$ cat config.mk
export PLATFORM = sky130hd
export DESIGN_NAME = fspl_gain
export DESIGN_NICKNAME = d
export VERILOG_FILES = /design/src/design/assert_macros.svh /design/src/design/fspl_pkg.sv /design/src/design/fspl_gain.sv
export SDC_FILE = /design/constraint.sdc
export NUM_CORES = 2
export LEC_CHECK = 0
export BUFFER_PORTS_ARGS = -buffer_cell sky130_fd_sc_hd__clkbuf_2
export CORE_ASPECT_RATIO = 1.25
export CORE_MARGIN = 5
export CORE_UTILIZATION = 59
export DETAILED_ROUTE_END_ITERATION = 8
export GPL_ROUTABILITY_DRIVEN = 0
export MAX_ROUTING_LAYER = met4
export PLACE_DENSITY = 0.85
export SYNTH_ARGS = -nofsm -noshare
export SYNTH_HDL_FRONTEND = slang
export SYNTH_SLANG_ARGS = --single-unit
$ cat constraint.sdc
create_clock -name clk -period 7.1 [get_ports clk]
set_input_delay 1.065 -clock clk [delete_from_list [all_inputs] [get_ports clk]]
set_output_delay 1.065 -clock clk [all_outputs]
set_load 0.03 [all_outputs]
$ cat src/design/assert_macros.svh
// Assertion helpers for the RTL files; included by the top-level file.
// The clock and reset in scope must be named clk and rst_n.
`ifndef ASSERT_MACROS_SVH
`define ASSERT_MACROS_SVH

`ifndef SYNTHESIS

// Same-cycle implication
`define ASSERT_IMP(lbl, ante, cons) \
  lbl: assert property (@(posedge clk) disable iff (!rst_n) (ante) |-> (cons)) \
    else $error("same-cycle check failed");

// Next-cycle implication
`define ASSERT_NXT(lbl, ante, cons) \
  lbl: assert property (@(posedge clk) disable iff (!rst_n) (ante) |=> (cons)) \
    else $error("next-cycle check failed");

`else

`define ASSERT_IMP(lbl, ante, cons)
`define ASSERT_NXT(lbl, ante, cons)

`endif

`endif

$ cat src/design/fspl_pkg.sv
package fspl_pkg;

  // Port and gain widths
  localparam int SPEED_W = 16;
  localparam int GAIN_W  = 16;
  localparam int DRIVE_W = 16;

  // Q.8 filter state
  localparam int STATE_W = 24;
  localparam int DLT_W   = STATE_W + 1;

  // Low-pass mix 4*F + 256*s and its magnitude
  localparam int MIX_W = 27;
  localparam int MAG_W = MIX_W - 1;

  // Divide by 5: multiply by ceil(2^29/5), exact for magnitudes below 2^26
  localparam int                 RECIP5_W  = 27;
  localparam int                 RECIP5_SH = 29;
  localparam logic [RECIP5_W-1:0] RECIP5   = 27'd107374183;
  localparam int                 QPROD5_W  = MAG_W + RECIP5_W;

  // Integral clamp (10000.0 in Q.8)
  localparam logic signed [DLT_W-1:0] INT_HI = 25'sd2560000;
  localparam logic signed [DLT_W-1:0] INT_LO = -25'sd2560000;

  // Largest filtered value reachable from 16-bit samples
  localparam logic signed [STATE_W-1:0] FILT_MAX = 24'sd8388352;

  // Gain stage widths
  localparam int LIN_W  = 34;
  localparam int PROD_W = 50;
  localparam int NSUM_W = PROD_W + 1;

  // Drive scaling: N / (200 * 65536) = (N >> 19) / 25
  localparam int                  DRV_SH     = 19;
  localparam int                  NSHIFT_W   = NSUM_W - DRV_SH;
  localparam int                  QMAG_W     = 20;
  localparam logic [QMAG_W-1:0]   QMAG_LIM   = 20'd819225;
  localparam int                  RECIP25_W  = 21;
  localparam int                  RECIP25_SH = 25;
  localparam logic [RECIP25_W-1:0] RECIP25   = 21'd1342178;
  localparam int                  QPROD25_W  = QMAG_W + RECIP25_W;
  localparam int                  QDIV_W     = 16;

  // Configuration register indexes
  localparam logic REG_KP = 1'b0;
  localparam logic REG_KD = 1'b1;
  localparam int   ADDR_W = 3;
  localparam int   DATA_W = 32;

  // Item from the filter stage to the gain stage
  typedef struct packed {
    logic signed [STATE_W-1:0] filt;
    logic signed [STATE_W-1:0] integ;
    logic signed [DLT_W-1:0]   dlt;
  } filt_item_t;

  // Item from the gain stage to the scale stage
  typedef struct packed {
    logic signed [PROD_W-1:0] p_prop;
    logic signed [PROD_W-1:0] p_der;
  } gain_item_t;

endpackage

$ cat src/design/fspl_gain.sv
module fspl_gain import fspl_pkg::*; (
  input  logic                     clk,
  input  logic                     rst_n,
  input  logic signed [GAIN_W-1:0] kp,
  input  logic signed [GAIN_W-1:0] kd,
  input  logic                     i_valid,
  output logic                     i_ready,
  input  filt_item_t               i_item,
  output logic                     o_valid,
  input  logic                     o_ready,
  output gain_item_t               o_item
);

  logic                    v4_r, v5_r;
  logic                    en4, en5;
  logic signed [LIN_W-1:0] f_x, i_x, d_x;
  logic signed [LIN_W-1:0] lin_a_r, lin_b_r;
  gain_item_t              item_r;

  assign en5     = !v5_r || o_ready;
  assign en4     = !v4_r || en5;
  assign i_ready = en4;
  assign o_valid = v5_r;
  assign o_item  = item_r;

  // Sign-extend the Q.8 terms
  assign f_x = LIN_W'(i_item.filt);
  assign i_x = LIN_W'(i_item.integ);
  assign d_x = LIN_W'(i_item.dlt);

  always_ff @(posedge clk) begin
    if (!rst_n) begin
      v4_r <= 1'b0;
      v5_r <= 1'b0;
    end else begin
      if (en4) v4_r <= i_valid;
      if (en5) v5_r <= v4_r;
    end
  end

  // 200*F + I and 200*dF, then one gain multiply each
  always_ff @(posedge clk) begin
    if (en4 && i_valid) begin
      lin_a_r <= f_x * 34'sd200 + i_x;
      lin_b_r <= d_x * 34'sd200;
    end
    if (en5 && v4_r) begin
      item_r.p_prop <= PROD_W'(kp) * PROD_W'(lin_a_r);
      item_r.p_der  <= PROD_W'(kd) * PROD_W'(lin_b_r);
    end
  end

endmodule

# Word-level counts from Yosys, hierarchy flattened
# Cells that the tools add are included.
[classes]
mux = 0
n_eq_ne = 0
n_bitwise = 0
n_reduce_logical = 6
n_shift = 0
mul = 4
n_addsub = 1
div_mod_pow = 0
order_cmp = 0
[ops]
columns = ["op", "n"]
rows = [
  ["$mul 16x34->50", 1],
  ["$mul 16x31->47", 1],
  ["$add 33x24->34", 1],
  ["$mul 25x6->31 const B", 1],
  ["$mul 24x6->30 const B", 1],
  ["$logic_and 1x1->1", 2],
  ["$logic_not 1->1", 2],
  ["$logic_or 1x1->1", 2],
]
[totals]
mem_count = 0
ram_bits = 0
latchBits = 0
input_bits = 109
word_cells = 17
mem_bits_ro = 0
regBits = 167

# Depth between registers and ports, before layout
[depth]
depth_word = 4
depth_mapped = 26
depth_no_buf = 26

# Worst setup path before layout
# OpenSTA, ideal clock, no wires.
[synth_timing]
kind = "input to register"
startpoint = "in kp[7]"
endpoint = "reg item_r (netlist bit o_item[97]) (data pin)"
stages = 24
path_buffers = 3
setup_slack_ps = -95
arrival_time_ps = 6933
setup_time_ps = 262
path_cell_list = "clkbuf_1 > clkbuf_1 > nand2_1 > fa_1 > inv_1 > fa_1 > fa_1 > fa_1 > fa_1 > inv_1 > fa_1 > inv_1 > ha_1 > clkbuf_1 > nand3_1 > nor4_1 > nand2_1 > a211oi_1 > o311ai_1 > a31oi_1 > o2111ai_2 > a21oi_2 > mux2i_1 > nand3_1"
[synth_via]
elab_chain_len = 1
[synth_rtl]
columns = ["element", "line", "text"]
rows = [
  ["start: declaration", "fspl_gain.sv:4", "input logic signed [GAIN_W-1:0] kp,"],
  ["$mul 16x34->50", "fspl_gain.sv:48", "item_r.p_prop <= PROD_W'(kp) * PROD_W'(lin_a_r);"],
  ["end: declaration", "fspl_gain.sv:18", "gain_item_t item_r;"],
]
# No other way between the ends.
# A chain may end at the register's enable or synchronous reset.

# Final worst setup path
[layout_timing]
startpoint = "in kp[1]"
endpoint = "reg item_r (netlist bit o_item[77]) (data pin)"
# The elaborated chain is that of the path after synthesis.

==> run metrics <==
vias per cell roughly 5.5; Crit-path slowest cell fa_1; layout cells sized above 1 0.118; syn avg cell area 9.27 sq um; Main synth FF type edfxtp_1; synthesis-stage register bit count ~160; worst setup margin ~140 ps; Hold Crit Class reg -> reg; Num CTS Buffers 17; status finished, final reports clean; fin nets around 7.1k; DRT Pass-1 Iters 6; Seq/Total Area, Yosys 0.103; post-synth cell types between 60 and 70; most common cell after layout, fill and taps aside inv_1; startpoint types input port; delay-heaviest family, CP adder cells; vias in the first global route 41.6k; gr usage total 0.298; CP endpoint kind flop; setup violators final 0; number of enable flip-flop cells after synthesis ~160; endpoints failing hold 0; wire length per cell ~18 um; global route overflow 0; Slew HR 0.298; Die Y approximately 330 um; pin count of the biggest net entering global routing 66; most frequent CP cell fa_1; via count roughly 36k; row count ~120; total length of routed wires roughly 120000 um; Synth warnings 0; DRT iter0 DRCs about 2.6k; DRT antenna net count 0; max cap viols 0; Post-Synthesis Cells approximately 5k; Die Footprint between 80000 and 90000 sq um; Crit path largest cell delay between 500 and 600 ps; initial core utilization 0.594; hpwl dp 102000 um; H-Tree Depth 4; Layout Skew between 20 and 25 ps; Buf/Inv on CP 9; f_max roughly 140 MHz; Core Region around 80000 sq um; chip width between 200 and 300 um; clock latency on the worst-skew pair ~530 ps; Clock Pin Slew Worst Setup and Hold Paths 80 ps; Place WS -839 ps; antenna violations before repair 4; IO Port Bufs 207; Crit Path Max Fanout 20; final worst path period need 6960 ps; synthesized cell area 47500 sq um; top area cells in the synthesized netlist fa_1 (44%), inv_1 (11%), ha_1 (11%), edfxtp_1 (10%), and2_1 (5.7%); Worst Max-Slew Pin Slew about 1100 ps; critical path type in -> reg; Post-synth ARST share 0; clock sinks 164; worst path required time roughly 7500 ps; Worst Path Arrival 7330 ps; most frequent cells in the layout inv_1 (1374), fa_1 (1030), nand2_1 (621); top cell type's share of synthesized area 0.435; Sequential Area around 4900 sq um; Final period util 0.980; global-route wire length before repair approximately 200000 um; Synth area leader fa_1; Root Buffer clkbuf_16; Max Buffers Root-to-Sink 2; DRC 0; IO Count approximately 210; CTS tree yes; number of fill cells 5795; area of the multi-input gates around 37000 sq um; Max Slew Vio Count 0; Area Overhead vs Synth 11.7%
==> state kept, by name, indices dropped and copies added, names as in the netlist <==
| name | count |
|---|---|
| v4_r | 1 |
| o_valid | 1 |
| o_item | 97 |
| lin_b_r | 31 |
| lin_a_r | 34 |
==> final timing paths <==
path / from / to / slack [ps] / cells past startpoint
worst max register to register: lin_a_r[9]$_DFFE_PP_ / o_item[77]$_DFFE_PP_ / 190 / 24
worst min register to register: v4_r$_SDFFE_PN0N_ / o_valid$_SDFFE_PN0P_ / 540 / 1
worst min-delay path: v4_r$_SDFFE_PN0N_ / o_valid$_SDFFE_PN0P_ / 540 / 1
worst max-delay path: kp[1] / o_item[77]$_DFFE_PP_ / 140 / 27
==> synth_stat cells, types with 11 or more instances <==
master	count
a211oi_1	21
a21o_1	64
a21oi_1	133
a31oi_1	13
and2_1	430
and3_1	18
clkbuf_1	167
edfxtp_1	162
fa_1	1032
ha_1	411
inv_1	1374
nand2_1	622
nand2b_1	25
nand3_1	24
nor2_1	130
nor2b_1	21
nor3_1	39
o211ai_1	16
o21a_1	24
o21ai_0	76
o21bai_1	29
or3_1	11
xnor2_1	134
xor2_1	39
==> metrics by stage <==
stage / instance area, sq um / cells / hold slack (ps) / util / TNS [ps]
after floorplan: 47500 / 5125 / 477 / - / 0
after global placement: 51900 / 6566 / 500 / 0.649 / -16010
after detailed placement: 51900 / 6566 / 515 / 0.649 / -20390
after global routing: 53000 / 6622 / 568 / 0.663 / -7.75
after CTS: 52600 / 6600 / 541 / 0.658 / 0
final: 53000 / 6622 / 538 / 0.663 / 0
==> what timing repair did <==
| item | CTS | global route |
|---|---|---|
| pin swaps | 3 | 23 |
| hold endpoints to repair | 0 | 0 |
| setup endpoints to repair | 20 | 22 |
| cloned | 0 | 0 |
| resized for setup | 12 | 54 |
| setup buffers | 2 | 19 |
| hold buffers | 0 | 0 |
==> area by class of cell <==
cell class / instances / area share
multi-input combinational: 3415 / 0.698
clock buffer: 18 / 0.00828
antenna: 3 / 0.000142
inverter: 1375 / 0.0974
timing repair buffer: 571 / 0.0759
tap: 1062 / 0.0251
clock inverter: 14 / 0.00307
sequential: 164 / 0.0925
==> routing by layer <==
layer	global-route usage	vias up	routed length, um
met5	-	-	0
met4	0.152	0	7220
met3	0.0592	553	9740
met2	0.541	1700	65100
met1	0.306	18187	38800
li1	-	16039	-
==> kinds of logic (layout without fill, tap and decap cells) <==
group	Yosys count	after routing	share of synthesized area
xor gates and xnor gates	173	173	0.0319
AOI/OAI and AO/OA	436	436	0.0597
and+or+nand+nor	1357	1357	0.138
adders and majority gates	1443	1443	0.544
muxes	3	3	0.000633
buffers and inverters	1546	1978	0.122
other	1	6	0.0000790
DFF	164	164	0.103
Power is left out: the tool's default activity adds up to more than one toggle a clock period on the data nets, which glitch-free logic cannot reach.
