[config.mk]
export PLATFORM = sky130hd
export DESIGN_NAME = fspl_scale
export DESIGN_NICKNAME = d
export VERILOG_FILES = /design/src/design/assert_macros.svh /design/src/design/fspl_pkg.sv /design/src/design/fspl_scale.sv
export SDC_FILE = /design/constraint.sdc
export NUM_CORES = 1
export LEC_CHECK = 0
export BUFFER_PORTS_ARGS = -buffer_cell sky130_fd_sc_hd__clkbuf_2
export CORE_MARGIN = 1.5
export CORE_UTILIZATION = 30
export DETAILED_ROUTE_END_ITERATION = 16
export PLACE_DENSITY = 0.43
export SETUP_SLACK_MARGIN = 0.2
export SYNTH_ARGS = -nofsm -noshare
export SYNTH_HDL_FRONTEND = slang
export SYNTH_SLANG_ARGS = --single-unit
[constraint.sdc]
create_clock -name clk -period 7.6 [get_ports clk]
set_clock_uncertainty 0.05 [all_clocks]
set_input_delay 0 -clock clk [delete_from_list [all_inputs] [get_ports clk]]
set_output_delay 0 -clock clk [all_outputs]
set_load 0.01 [all_outputs]
[src/design/assert_macros.svh]
// Assertion helpers for the RTL files; included by the top-level file.
// The clock and reset in scope must be named clk and rst_n.
`ifndef ASSERT_MACROS_SVH
`define ASSERT_MACROS_SVH

`ifndef SYNTHESIS

// Same-cycle implication
`define ASSERT_IMP(lbl, ante, cons) \
  lbl: assert property (@(posedge clk) disable iff (!rst_n) (ante) |-> (cons)) \
    else $error("same-cycle check failed");

// Next-cycle implication
`define ASSERT_NXT(lbl, ante, cons) \
  lbl: assert property (@(posedge clk) disable iff (!rst_n) (ante) |=> (cons)) \
    else $error("next-cycle check failed");

`else

`define ASSERT_IMP(lbl, ante, cons)
`define ASSERT_NXT(lbl, ante, cons)

`endif

`endif

[src/design/fspl_pkg.sv]
package fspl_pkg;

  // Port and gain widths
  localparam int SPEED_W = 16;
  localparam int GAIN_W  = 16;
  localparam int DRIVE_W = 16;

  // Q.8 filter state
  localparam int STATE_W = 24;
  localparam int DLT_W   = STATE_W + 1;

  // Low-pass mix 4*F + 256*s and its magnitude
  localparam int MIX_W = 27;
  localparam int MAG_W = MIX_W - 1;

  // Divide by 5: multiply by ceil(2^29/5), exact for magnitudes below 2^26
  localparam int                 RECIP5_W  = 27;
  localparam int                 RECIP5_SH = 29;
  localparam logic [RECIP5_W-1:0] RECIP5   = 27'd107374183;
  localparam int                 QPROD5_W  = MAG_W + RECIP5_W;

  // Integral clamp (10000.0 in Q.8)
  localparam logic signed [DLT_W-1:0] INT_HI = 25'sd2560000;
  localparam logic signed [DLT_W-1:0] INT_LO = -25'sd2560000;

  // Largest filtered value reachable from 16-bit samples
  localparam logic signed [STATE_W-1:0] FILT_MAX = 24'sd8388352;

  // Gain stage widths
  localparam int LIN_W  = 34;
  localparam int PROD_W = 50;
  localparam int NSUM_W = PROD_W + 1;

  // Drive scaling: N / (200 * 65536) = (N >> 19) / 25
  localparam int                  DRV_SH     = 19;
  localparam int                  NSHIFT_W   = NSUM_W - DRV_SH;
  localparam int                  QMAG_W     = 20;
  localparam logic [QMAG_W-1:0]   QMAG_LIM   = 20'd819225;
  localparam int                  RECIP25_W  = 21;
  localparam int                  RECIP25_SH = 25;
  localparam logic [RECIP25_W-1:0] RECIP25   = 21'd1342178;
  localparam int                  QPROD25_W  = QMAG_W + RECIP25_W;
  localparam int                  QDIV_W     = 16;

  // Configuration register indexes
  localparam logic REG_KP = 1'b0;
  localparam logic REG_KD = 1'b1;
  localparam int   ADDR_W = 3;
  localparam int   DATA_W = 32;

  // Item from the filter stage to the gain stage
  typedef struct packed {
    logic signed [STATE_W-1:0] filt;
    logic signed [STATE_W-1:0] integ;
    logic signed [DLT_W-1:0]   dlt;
  } filt_item_t;

  // Item from the gain stage to the scale stage
  typedef struct packed {
    logic signed [PROD_W-1:0] p_prop;
    logic signed [PROD_W-1:0] p_der;
  } gain_item_t;

endpackage

[src/design/fspl_scale.sv]
module fspl_scale import fspl_pkg::*; (
  input  logic                      clk,
  input  logic                      rst_n,
  input  logic                      i_valid,
  output logic                      i_ready,
  input  gain_item_t                i_item,
  output logic                      o_valid,
  input  logic                      o_ready,
  output logic signed [DRIVE_W-1:0] o_drive
);

  logic                       v6_r, v7_r, v8_r;
  logic                       en6, en7, en8;
  logic signed [NSUM_W-1:0]   nsum_r;
  logic        [NSUM_W-1:0]   nabs;
  logic        [NSHIFT_W-1:0] nshift;
  logic        [QMAG_W-1:0]   qmag;
  logic        [QMAG_W-1:0]   qmag_r;
  logic                       neg_r;
  logic        [QPROD25_W-1:0] qprod;
  logic        [QDIV_W-1:0]   qdiv;
  logic signed [DRIVE_W-1:0]  drive_nxt;
  logic signed [DRIVE_W-1:0]  drive_r;

  assign en8     = !v8_r || o_ready;
  assign en7     = !v7_r || en8;
  assign en6     = !v6_r || en7;
  assign i_ready = en6;
  assign o_valid = v8_r;
  assign o_drive = drive_r;

  // Magnitude of N >> 19, clamped so the divide by 25 still saturates
  assign nabs   = nsum_r[NSUM_W-1] ? -nsum_r : nsum_r;
  assign nshift = nabs[NSUM_W-1:DRV_SH];
  assign qmag   = (nshift > NSHIFT_W'(QMAG_LIM)) ? QMAG_LIM : nshift[QMAG_W-1:0];

  // Divide by 25 via reciprocal, then restore sign and saturate
  assign qprod = {{RECIP25_W{1'b0}}, qmag_r} * {{QMAG_W{1'b0}}, RECIP25};
  assign qdiv  = qprod[RECIP25_SH +: QDIV_W];
  always_comb begin
    if (neg_r) begin
      if (qdiv > 16'd32768) begin
        drive_nxt = 16'sh8000;
      end else begin
        drive_nxt = $signed(~qdiv + 16'd1);
      end
    end else begin
      if (qdiv > 16'd32767) begin
        drive_nxt = 16'sh7fff;
      end else begin
        drive_nxt = $signed(qdiv);
      end
    end
  end

  always_ff @(posedge clk) begin
    if (!rst_n) begin
      v6_r <= 1'b0;
      v7_r <= 1'b0;
      v8_r <= 1'b0;
    end else begin
      if (en6) v6_r <= i_valid;
      if (en7) v7_r <= v6_r;
      if (en8) v8_r <= v7_r;
    end
  end

  always_ff @(posedge clk) begin
    if (en6 && i_valid) begin
      nsum_r <= NSUM_W'(i_item.p_prop) + NSUM_W'(i_item.p_der);
    end
    if (en7 && v6_r) begin
      qmag_r <= qmag;
      neg_r  <= nsum_r[NSUM_W-1];
    end
    if (en8 && v7_r) begin
      drive_r <= drive_nxt;
    end
  end

endmodule

Word-level counts from Yosys, hierarchy flattened
Index checks and enable logic that the tools add are counted.
{ "word_totals": {"ff_bits": 91, "latchBits": 0, "ramBits": 0, "romBits": 0, "inputBits": 104, "output_inout_bits": 18, "word_cells": 28, "mem_count": 0} }
{ "op_classes": {"n_addsub": 3, "mul": 1, "div_mod_pow": 0, "magnitude_cmp": 3, "n_eq_ne": 0, "shift": 0, "mux": 4, "n_bitwise": 1, "reduce_logical": 9} }
{ "ops": {"columns": ["cell", "n"], "rows": [
  ["50-bit by 50-bit adder with 51-bit output", 1],
  ["51-bit two-way mux", 1],
  ["51-bit negation", 1],
  ["16-bit two-way mux", 3],
  ["20-bit by 20-bit multiplier with 40-bit output (second input constant)", 1],
  ["32-bit by 20-bit > comparator with 1-bit output (second input constant)", 1],
  ["16-bit by 1-bit adder with 16-bit output (second input constant)", 1],
  ["16-bit by 15-bit > comparator with 1-bit output (second input constant)", 1],
  ["16-bit > comparator (second input constant)", 1],
  ["16-bit NOT", 1],
  ["1-bit logical AND", 3],
  ["1-bit zero test", 3],
  ["1-bit logical OR", 3]
]} }

Depth between registers and ports, before layout
Gate-level depths: netlist of the first run.
{ "logic_depth": {"word_depth": 5, "mapped_depth": 28, "depth_no_buf": 27} }

Worst setup path before layout of the first run
Ideal clock, no wire load.
{ "synth_path": {"kind": "register to register", "from": "register qmag_r[9]", "to": "register drive_r[13] (netlist: o_drive[13]) (data pin)", "setup_ps": 167, "arrival_time_ps": 7019, "required_time_ps": 7383, "path_slack_ps": 363, "stages_incl_launch_ff": 25, "path_buffers": 1, "period_less_slack_ps": 7237, "cell_sequence": "edfxtp_1 > ha_1 > inv_1 > fa_1 > fa_1 > inv_1 > fa_1 > fa_1 > fa_1 > inv_1 > fa_1 > inv_1 > ha_1 > and4_1 > and2_1 > a22o_1 > a2111o_1 > a31oi_1 > xor2_1 > nand4b_1 > nor2_1 > nand3_1 > o211a_1 > clkbuf_1 > a211oi_1"} }
{ "synth_via": {"elab_chain_len": 5, "elab_cells_between_ends": 8, "classes_between": "add/sub: 1; mul: 1; order compare: 2; mux: 3; bitwise: 1"} }
{ "synth_rtl": {"columns": ["item", "line", "rtl"], "rows": [
  ["start, declared", "fspl_scale.sv:18", "logic [QMAG_W-1:0] qmag_r;"],
  ["start signal, assigned", "fspl_scale.sv:73", "qmag_r <= qmag;"],
  ["20-bit by 20-bit multiplier with 40-bit output (*)", "fspl_scale.sv:38", "assign qprod = {{RECIP25_W{1'b0}}, qmag_r} * {{QMAG_W{1'b0}}, RECIP25};"],
  ["16-bit NOT", "fspl_scale.sv:45", "drive_nxt = $signed(~qdiv + 16'd1);"],
  ["16-bit by 1-bit adder with 16-bit output", "fspl_scale.sv:45", null],
  ["16-bit two-way mux", "fspl_scale.sv:42", "if (qdiv > 16'd32768) begin"],
  ["16-bit two-way mux (*)", "fspl_scale.sv:41", "if (neg_r) begin"],
  ["via drive_nxt[13]", "fspl_scale.sv:22", "logic signed [DRIVE_W-1:0] drive_nxt;"],
  ["end signal, assigned", "fspl_scale.sv:77", "drive_r <= drive_nxt;"],
  ["end, declared", "fspl_scale.sv:23", "logic signed [DRIVE_W-1:0] drive_r;"]
]} }
The timed path passes the listed nets; every way through them passes the cells marked *.
A chain may end at the register's enable or synchronous reset.

Worst setup path in the final report of the first run
{ "layout_path": {"from": "register qmag_r[7]", "to": "register drive_r[12] (netlist: o_drive[12]) (data pin)"} }
The elaborated chain is that of the path after synthesis.

==> reports/qor.csv, run 1 <==
metric,value,unit
GRT overflow,0,
CTS buffer count,9,
initial DRC count,511,
Core Region,47700,µm²
crit path max fanout,6,
Initial Util,30.4,%
Antenna Diode Count,0,
most frequent cells in the layout,"inv_1 (305), ha_1 (260), fa_1 (140), clkbuf_2 (121), edfxtp_1 (88)",
final wirelength,35900,µm
H-tree Lvls,3,
hold crit path type,input pin to flop,
IO Pins,122,
Port Buf Inserts,121,
Area after DPL,16100,µm²
Die Wd,223,µm
DR vias/cell,4.68,
vias in the first global route,11283,
Clock Sinks,91,
Post-DP HPWL,31400,µm
final setup vio count,0,
final period utilization,94.6,%
initial antenna violation count,0,
clock tree buffer depth,2,
final net count,2210,
Root Driver,clkbuf_16,
1st-pass router iterations,5,
Remaining DRCs,0,
DR WL/cell,15.6,µm
DRT antenna net count,0,
DIE HEIGHT,223,µm
Synth Register Bits,91,
worst-skew pair later-pin latency,0.37,ns
ranking of synthesized cells by area,"ha_1 (24%), fa_1 (20%), edfxtp_1 (18%)",
met2 WL post-DR,16800,µm
largest net degree at the start of global routing,52,
first-pass GRT wire length,58600,µm
average size of a mapped cell,9.66,µm²
share of layout cells above drive strength 1,17.7,%
synth warn,0,
CTS tree,built,
Fin. Hold Viols,0,
minimum clock period,7.19,ns
worst path required time,7.75,ns
max cap viols,0,
register area share after synthesis,18.6,%
Crit. End Element,flop,
vias,10811,
crit path kind,flop to flop,
Synth area leader,ha_1,
Final GP Congestion,0.839,
"EDFF count, synth",88,
slew margin rel.,46.9,%
Post-synth ARST share,0,%
M1 WL,18000,µm
area share of the largest cell type after synthesis,23.6,%
actual slew at the worst max-slew pin,0.797,ns
hold-critical path depth,4,
GRT Overall Usage,14.8,%
Rows,80,
"commonest non-fill, non-tap cell in the layout",inv_1,
fill count,4876,
main flop type after synthesis,edfxtp_1,
post-synth net total,2024,
RSZ-0062 raised after global routing,true,
max layer used,met4,
"Design Area, Final",17100,µm²
Worst R2R Path Depth,24,
FMAX,139,MHz
status,completed,
Worst-path clk slew,0.07,ns
"Data arrival, critical path",7.33,ns
fin. max-slew vios,0,
Worst Setup Start Kind,flop,
Synth Instances,1502,
met3 wire length,725,µm
number of unique standard cell types used by synthesis,77,
Layout area overhead,17.6,%
area of the mapped netlist,14500,µm²
setup TNS,0,ns
full die area,49700,µm²
-- area by class of cell --
| class | count | area (µm²) | area share, % |
|---|---|---|---|
| inverters | 308 | 1160 | 6.78 |
| flip-flops and latches | 91 | 2700 | 15.8 |
| well taps | 615 | 769 | 4.51 |
| clock inverters | 7 | 67.6 | 0.396 |
| multi-input cells | 1079 | 10900 | 64.0 |
| repair buffers | 199 | 1220 | 7.15 |
| clock buffers | 9 | 225 | 1.32 |
-- worst paths after layout --
path	from	to	slack, ns
setup / recovery	qmag_r[7]	o_drive[12]	0.41
hold / removal	o_ready	v6_r	0.03
setup reg to reg	qmag_r[7]	o_drive[12]	0.41
hold reg to reg	v6_r	v7_r	0.54
-- worst max-delay path: stages, from the launching register on --
cell      delay, ns
edfxtp_1       0.45
buf_4          0.17
buf_4          0.16
fa_1           0.46
ha_1           0.32
ha_1           0.34
fa_1           0.56
fa_1           0.43
fa_1           0.54
inv_1          0.05
fa_1           0.51
inv_1          0.07
ha_4           0.25
and4_4         0.20
and2_4         0.16
a22o_1         0.23
a21o_1         0.24
a211oi_4       0.34
xnor2_2        0.13
or3_4          0.43
nor2_4         0.16
nand3_2        0.10
o211a_1        0.26
buf_6          0.16
nor4_4         0.25
-- cell families (layout without fill, tap and decap cells) --
kind of cell	after synthesis	count (layout)	share of synthesized area, %
mux	7	7	0.500
buf+inv	332	523	8.76
simple gates	265	265	9.61
flops	91	91	18.6
compound gates	294	294	13.2
fa+ha+maj	418	418	43.6
xor+xnor	95	95	5.74
-- routing by layer --
| layer | vias to the layer above | global-route usage [%] |
|---|---|---|
| li1 | 5496 | - |
| met1 | 5165 | 21.0 |
| met2 | 135 | 24.4 |
| met5 | - | 0 |
| met3 | 15 | 1.46 |
| met4 | 0 | 2.96 |
-- cell usage after synthesis (16+ instances only) --
library cell / count
a21o_1: 34
xnor2_1: 46
nor3_1: 29
a21oi_1: 81
fa_1: 145
a211oi_1: 16
nand2_1: 58
xor2_1: 49
inv_1: 307
nor2_1: 49
clkbuf_1: 18
ha_1: 273
edfxtp_1: 88
o21ai_0: 59
nand3_1: 22
-- registers in the layout, indices dropped and copies added, names as in the netlist --
signal   count
o_drive     16
v6_r         1
o_valid      1
neg_r        1
qmag_r      20
v7_r         1
nsum_r      51
-- through the flow --
| step | util [%] | instances | setup slack, ns | hold WS [ns] |
|---|---|---|---|---|
| 2_1_floorplan | - | 1502 | 0.363 | 0.0678 |
| 3_3_place_gp | 33.7 | 2258 | 0.146 | 0.188 |
| 3_5_place_dp | 33.7 | 2258 | -0.0581 | 0.190 |
| 4_1_cts | 34.7 | 2284 | 0.203 | 0.0101 |
| 5_1_grt | 35.7 | 2308 | 0.140 | 0.0597 |
| 6_report | 35.7 | 2308 | 0.414 | 0.0262 |
-- timing repair --
action,4_1_cts,5_1_grt
setup buffers,5,23
hold endpoints to repair,4,0
hold buffers,5,0
resized for setup,18,55
pin swaps,3,33
setup endpoints to repair,15,16
cloned,0,1
Power of run 1 is not shown: default switching activity piles up to over one toggle a cycle in this logic, so the estimate is an artifact.
==> run 2, diff against run 1 <==
--- a/config.mk
+++ b/config.mk
@@ -6,10 +6,11 @@
 export NUM_CORES = 1
 export LEC_CHECK = 0
 export BUFFER_PORTS_ARGS = -buffer_cell sky130_fd_sc_hd__clkbuf_2
-export CORE_MARGIN = 1.5
+export CORE_MARGIN = 5
 export CORE_UTILIZATION = 30
 export DETAILED_ROUTE_END_ITERATION = 16
 export PLACE_DENSITY = 0.43
+export REMOVE_ABC_BUFFERS = 1
 export SETUP_SLACK_MARGIN = 0.2
 export SYNTH_ARGS = -nofsm -noshare
 export SYNTH_HDL_FRONTEND = slang
==> run 2 against run 1 <==
  * Critical path depth did not move
  * Flip-flop and latch count did not move
  * Count of clock-buffer cells in the layout did not move
  * Cell count rose by 0.30%
  * Critical endpoint unchanged
  * Register-to-register slack barely moved
  * Largest cell class unchanged
  * Fmax barely moved
  * Global-route usage fell by 1.1 points
==> reports/qor.csv, run 2 (synthesized netlist as in run 1, its figures left out) <==
metric,value,unit,change
crit path kind,flop to flop,,
final net count,2217,,+0.32%
DR vias/cell,4.67,,-0.23%
actual slew at the worst max-slew pin,0.798,ns,+0.000715 ns
DR WL/cell,15.5,µm,-0.28%
Reg2Reg Launch Point,qmag_r[12],,
worst path required time,7.74,ns,about the same
Critical Path Source,qmag_r[12],,
RSZ-0062 raised after global routing,false,,
FMAX,139,MHz,about the same
DRT antenna net count,0,,unchanged
first-pass GRT wire length,59100,µm,+0.83%
CTS buffer count,9,,unchanged
GRT Overall Usage,13.6,%,-1.1 points
final wirelength,35900,µm,about the same
Antenna Diode Count,0,,unchanged
fill count,4894,,+0.37%
Worst-path clk slew,0.07,ns,about the same
area of the multi-input gates,10900,µm²,-0.24%
Clock Sinks,91,,unchanged
full die area,52800,µm²,+6.4%
1st-pass router iterations,5,,unchanged
initial antenna violation count,0,,unchanged
clock tree buffer depth,2,,unchanged
minimum clock period,7.19,ns,-0.000684 ns
Layout area overhead,18.0,%,
reg-to-reg critical path endpoint,o_drive[12],,
Port Buf Inserts,121,,unchanged
H-tree Lvls,3,,unchanged
vias,10819,,+0.074%
Post-DP HPWL,31400,µm,+0.19%
vias in the first global route,11238,,-0.40%
Worst Setup Start Kind,flop,,
Post-Layout Cell Count,2315,,+0.30%
GRT overflow,0,,unchanged
crit path max fanout,4,,-2
"Data arrival, critical path",7.33,ns,about the same
Fin. Hold Viols,0,,unchanged
Crit. End Element,flop,,
fin. max-slew vios,0,,unchanged
DIE HEIGHT,230,µm,+3.1%
final period utilization,94.5,%,about the same
"Design Area, Final",17100,µm²,+0.38%
Final GP Congestion,0.832,,-0.88%
worst-skew pair later-pin latency,0.37,ns,about the same
largest net degree at the start of global routing,52,,unchanged
CTS tree,built,,
Rows,80,,unchanged
max reg flops,51,,unchanged
hold-critical path depth,4,,unchanged
share of layout cells above drive strength 1,17.8,%,+0.10 points
max cap viols,0,,unchanged
Area after DPL,16100,µm²,+0.12%
placed cell count,2259,,+0.044%
Root Driver,clkbuf_16,,
hold crit path type,input pin to flop,,
slew margin rel.,46.8,%,-0.048 points
crit path capture,o_drive[12],,
Initial Util,30.4,%,unchanged
status,completed,,
Die Wd,230,µm,+3.1%
initial DRC count,428,,-16%
"commonest non-fill, non-tap cell in the layout",inv_1,,
IO Pins,122,,unchanged
most frequent cells in the layout,"inv_1 (305), ha_1 (261), fa_1 (138), clkbuf_2 (121), edfxtp_1 (88)",,
Core Region,47700,µm²,unchanged
Largest Register,nsum_r,,
Reg area,2700,µm²,unchanged
Remaining DRCs,0,,unchanged
reg2reg setup slack,0.41,ns,about the same
Worst R2R Path Depth,24,,unchanged
final setup vio count,0,,unchanged
[run 2: changes by cell type in the layout (fill, tap and decap cells not counted), moves of 2 or more]
cell,change
a211oi_1,+2
inv_6,-2
xor2_1,+2
buf_12,+3
fa_1,-2
a211oi_2,-2
buf_4,+6
fa_2,+2
xor2_2,-2
[run 2: timing repair]
item,4_1_cts,5_1_grt
endpoints found under the hold margin,4,0
resized for setup,14,55
hold buffers,5,0
endpoints found under the setup margin,15,16
pin swaps,7,34
buffers inserted,5,30
[run 2: area by class of cell]
| cell class | instances | share of cell area [%] |
|---|---|---|
| well taps | 615 | 4.49 |
| clock inverters | 7 | 0.409 |
| repair buffers | 206 | 7.64 |
| flip-flops and latches | 91 | 15.8 |
| clock buffers | 9 | 1.32 |
| multi-input cells | 1079 | 63.6 |
| inverters | 308 | 6.75 |
[run 2: worst min path at each step]
| stage | from | to | slack (ns) |
|---|---|---|---|
| 2_1_floorplan | rst_n | o_valid | 0.07 |
| 3_3_place_gp | rst_n | o_valid | 0.19 |
| 3_5_place_dp | rst_n | o_valid | 0.19 |
| 4_1_cts | o_ready | v7_r | 0.002 |
| 5_1_grt | o_ready | v6_r | 0.04 |
| 6_report | o_ready | v6_r | 0.03 |
[run 2: worst max-delay path, stage by stage (launching register included)]
cell	delay (ns)
edfxtp_1	0.48
ha_1	0.33
inv_1	0.05
fa_1	0.58
fa_2	0.45
fa_1	0.50
inv_1	0.06
fa_1	0.50
fa_1	0.54
inv_1	0.05
fa_1	0.49
inv_1	0.06
ha_4	0.24
and4_1	0.20
and2_4	0.17
a22o_1	0.20
a2111o_1	0.45
a31oi_1	0.21
xor2_1	0.21
nand4b_1	0.22
nor2_2	0.19
nand3_2	0.11
o211a_4	0.26
buf_4	0.15
nor4_4	0.25
[run 2: stage by stage]
stage	TNS, ns	hold slack, ns	utilization (%)	setup WS [ns]
finish	0	0.0273	35.9	0.415
global route	0	0.0449	35.9	0.188
CTS	0	0.00228	34.7	0.202
detailed placement	-0.0279	0.194	33.8	-0.0279
global placement	0	0.188	33.8	0.130
floorplan	0	0.0678	-	0.352
[run 2: layer usage]
layer / GRT usage (%) / up-vias / part of all wire [%]
met1: 19.7 / 5155 / 50
li1: - / 5514 / -
met5: 0 / - / 0
met3: 1.30 / 23 / 1.9
met2: 22.3 / 127 / 46
met4: 2.88 / 0 / 1.3
Power of run 2 is left out for the same reason.
==> run 3, diff against run 2 <==
--- a/config.mk
+++ b/config.mk
@@ -7,9 +7,10 @@
 export LEC_CHECK = 0
 export BUFFER_PORTS_ARGS = -buffer_cell sky130_fd_sc_hd__clkbuf_2
 export CORE_MARGIN = 5
-export CORE_UTILIZATION = 30
+export CORE_UTILIZATION = 50
 export DETAILED_ROUTE_END_ITERATION = 16
-export PLACE_DENSITY = 0.43
+export HOLD_SLACK_MARGIN = 0.15
+export PLACE_DENSITY = 0.67
 export REMOVE_ABC_BUFFERS = 1
 export SETUP_SLACK_MARGIN = 0.2
 export SYNTH_ARGS = -nofsm -noshare
==> constraint.sdc (replaced) <==
create_clock -name clk -period 7.6 [get_ports clk]
set_clock_uncertainty 0.05 [all_clocks]
set_input_delay 0 -clock clk [delete_from_list [all_inputs] [get_ports clk]]
set_output_delay 0 -clock clk [all_outputs]
set_load 0.02 [all_outputs]
==> run 3 against run 2 <==
  * Setup slack worse by 0.038 ns
  * Non-clock buffer count is 40 higher
  * Critical path depth decreased by 1
  * Hold slack gained 0.13 ns
  * Routed wire length shrank 8.7%
  * Count of clock-buffer cells in the layout increased by 1
  * Die area is 38% lower
  * First-iteration DRC count is 28% higher
  * Fmax fell by 0.52%
  * Flip-flop and latch count stayed put
==> reports/qor.csv, run 3 (synthesized netlist as in run 1, its figures left out) <==
metric,value,unit,change
RSZ-0062 raised after global routing,false,,
DIE HEIGHT,180,µm,-22%
hold-critical path depth,3,,-1
crit path kind,flop to flop,,
CTS buffer count,9,,unchanged
Antenna Diode Count,0,,unchanged
worst-skew pair later-pin latency,0.35,ns,-0.02 ns
Rows,62,,-23%
Core Region,28700,µm²,-40%
Critical Path Source,qmag_r[14],,
reg-to-reg critical path endpoint,o_drive[12],,
minimum clock period,7.22,ns,+0.0379 ns
reg2reg setup slack,0.38,ns,-0.04 ns
FMAX,138,MHz,-0.52%
initial antenna violation count,0,,unchanged
Reg2Reg Launch Point,qmag_r[14],,
Initial Util,50.5,%,+20 points
Hold EP,nsum_r[25],,
clock tree buffer depth,2,,unchanged
first-pass GRT wire length,53800,µm,-8.9%
DR WL/cell,15.4,µm,-0.52%
actual slew at the worst max-slew pin,0.840,ns,+0.0427 ns
CP peak stage delay,0.64,ns,+0.06 ns
met3 wire length,1260,µm,+83%
crit-path most repeated cell,fa_1,,
final net count,2258,,+1.8%
"commonest non-fill, non-tap cell in the layout",inv_1,,
met2 WL post-DR,15200,µm,-8.6%
"Data arrival, critical path",7.34,ns,about the same
area of the multi-input gates,10800,µm²,-0.71%
DR vias/cell,5.27,,+13%
worst path required time,7.72,ns,-0.02 ns
Final GP Congestion,0.921,,+11%
Crit. End Element,flop,,
Reg area,2700,µm²,unchanged
H-tree Lvls,3,,unchanged
Min-Delay Startpoint,i_item[25],,
DRT antenna net count,0,,unchanged
max layer used,met4,,
Worst R2R Path Depth,23,,-4.2%
vias,11199,,+3.5%
IO Pins,122,,unchanged
Port Buf Inserts,121,,unchanged
max reg flops,51,,unchanged
initial DRC count,549,,+28%
Worst-path clk slew,0.07,ns,about the same
most frequent cells in the layout,"inv_1 (306), ha_1 (265), fa_1 (140), clkbuf_2 (121), edfxtp_1 (88)",,
CTS tree,built,,
Fin. Hold Viols,0,,unchanged
fill count,2449,,-50%
status,completed,,
Die Wd,180,µm,-22%
Root Driver,clkbuf_16,,
M1 WL,15800,µm,-13%
Largest Register,nsum_r,,
slowest CP cell,nor4_2,,
GRT Overall Usage,19.8,%,+6.1 points
Worst Setup Start Kind,flop,,
vias in the first global route,11167,,-0.63%
max cap viols,0,,unchanged
Post-DP HPWL,27100,µm,-14%
slew margin rel.,44.0,%,-2.8 points
largest net degree at the start of global routing,52,,unchanged
hold crit path type,input pin to flop,,
full die area,32500,µm²,-38%
1st-pass router iterations,5,,unchanged
Remaining DRCs,0,,unchanged
Layout area overhead,18.5,%,
GRT overflow,0,,unchanged
CP Cell Sequence,"buf_4, inv_1, fa_1, inv_1, ha_1, inv_1, fa_1, inv_1, fa_1, fa_1, fa_1, ha_1, ha_1, nand4_1, nor4_2, a2111oi_4, buf_4, or2_2, xnor2_1, nor3_2, nand3_2, o211a_4, nor4_1",,
final setup vio count,0,,unchanged
share of layout cells above drive strength 1,15.2,%,-2.6 points
final wirelength,32800,µm,-8.7%
fin. max-slew vios,0,,unchanged
setup TNS,0,ns,unchanged
crit path max fanout,7,,+3
final period utilization,95.0,%,+0.50 points
Clock Sinks,91,,unchanged
[run 3: cell count changes in the layout (fill, tap and decap cells not counted), sizes merged]
cell and change:
bufinv +1, clkinv -2, o211a +1, dlygate4sd3 +62
buf -22, clkbuf +1
[run 3: repair_timing]
item,in CTS,in global routing
endpoints found under the setup margin,16,16
hold buffers,67,0
pin swaps,0,22
buffers inserted,0,24
gates resized for setup,4,47
cloned,0,1
endpoints found under the hold margin,34,0
[run 3: worst max-delay path by stage]
stage          cells after the start  slack [ns]          end
3_5_place_dp                      23       -0.03   o_drive[7]
2_1_floorplan                     22        0.35   o_drive[1]
6_report                          23        0.38  o_drive[12]
5_1_grt                           25        0.14  o_drive[12]
3_3_place_gp                      23        0.07   o_drive[1]
4_1_cts                           23        0.21  o_drive[12]
[run 3: area by class of cell]
| class | count | share of cell area, % |
|---|---|---|
| multi-input cells | 1080 | 62.9 |
| well taps | 384 | 2.80 |
| clock buffers | 10 | 1.33 |
| clock inverters | 6 | 0.452 |
| inverters | 308 | 6.73 |
| repair buffers | 246 | 10.0 |
| flip-flops and latches | 91 | 15.7 |
[run 3: per-stage QoR]
step / hold WS (ns) / std cells / utilization [%] / cell area [µm²] / worst slack, ns
detailed placement: 0.191 / 2017 / 54.9 / 15700 / -0.0317
global placement: 0.185 / 2017 / 54.9 / 15700 / 0.0666
CTS: 0.152 / 2100 / 58.3 / 16700 / 0.209
floorplan: 0.0678 / 1478 / - / 14400 / 0.352
global route: 0.182 / 2125 / 59.9 / 17200 / 0.143
finish: 0.157 / 2125 / 59.9 / 17200 / 0.377
[run 3: metal layers]
layer / global-route usage (%) / vias to the layer above
met5: 0 / -
met4: 3.99 / 0
met3: 2.68 / 34
met2: 32.1 / 264
met1: 28.6 / 5308
li1: - / 5593
[run 3: critical path, delay by kind of cell, from the launching register on]
kind | cells | cell delay [ns]
fa+ha+maj | 8 | 3.48
simple gates | 6 | 1.79
buf+inv | 6 | 0.72
compound gates | 2 | 0.42
flops | 1 | 0.40
xor+xnor | 1 | 0.17
Power of run 3 is left out for the same reason.
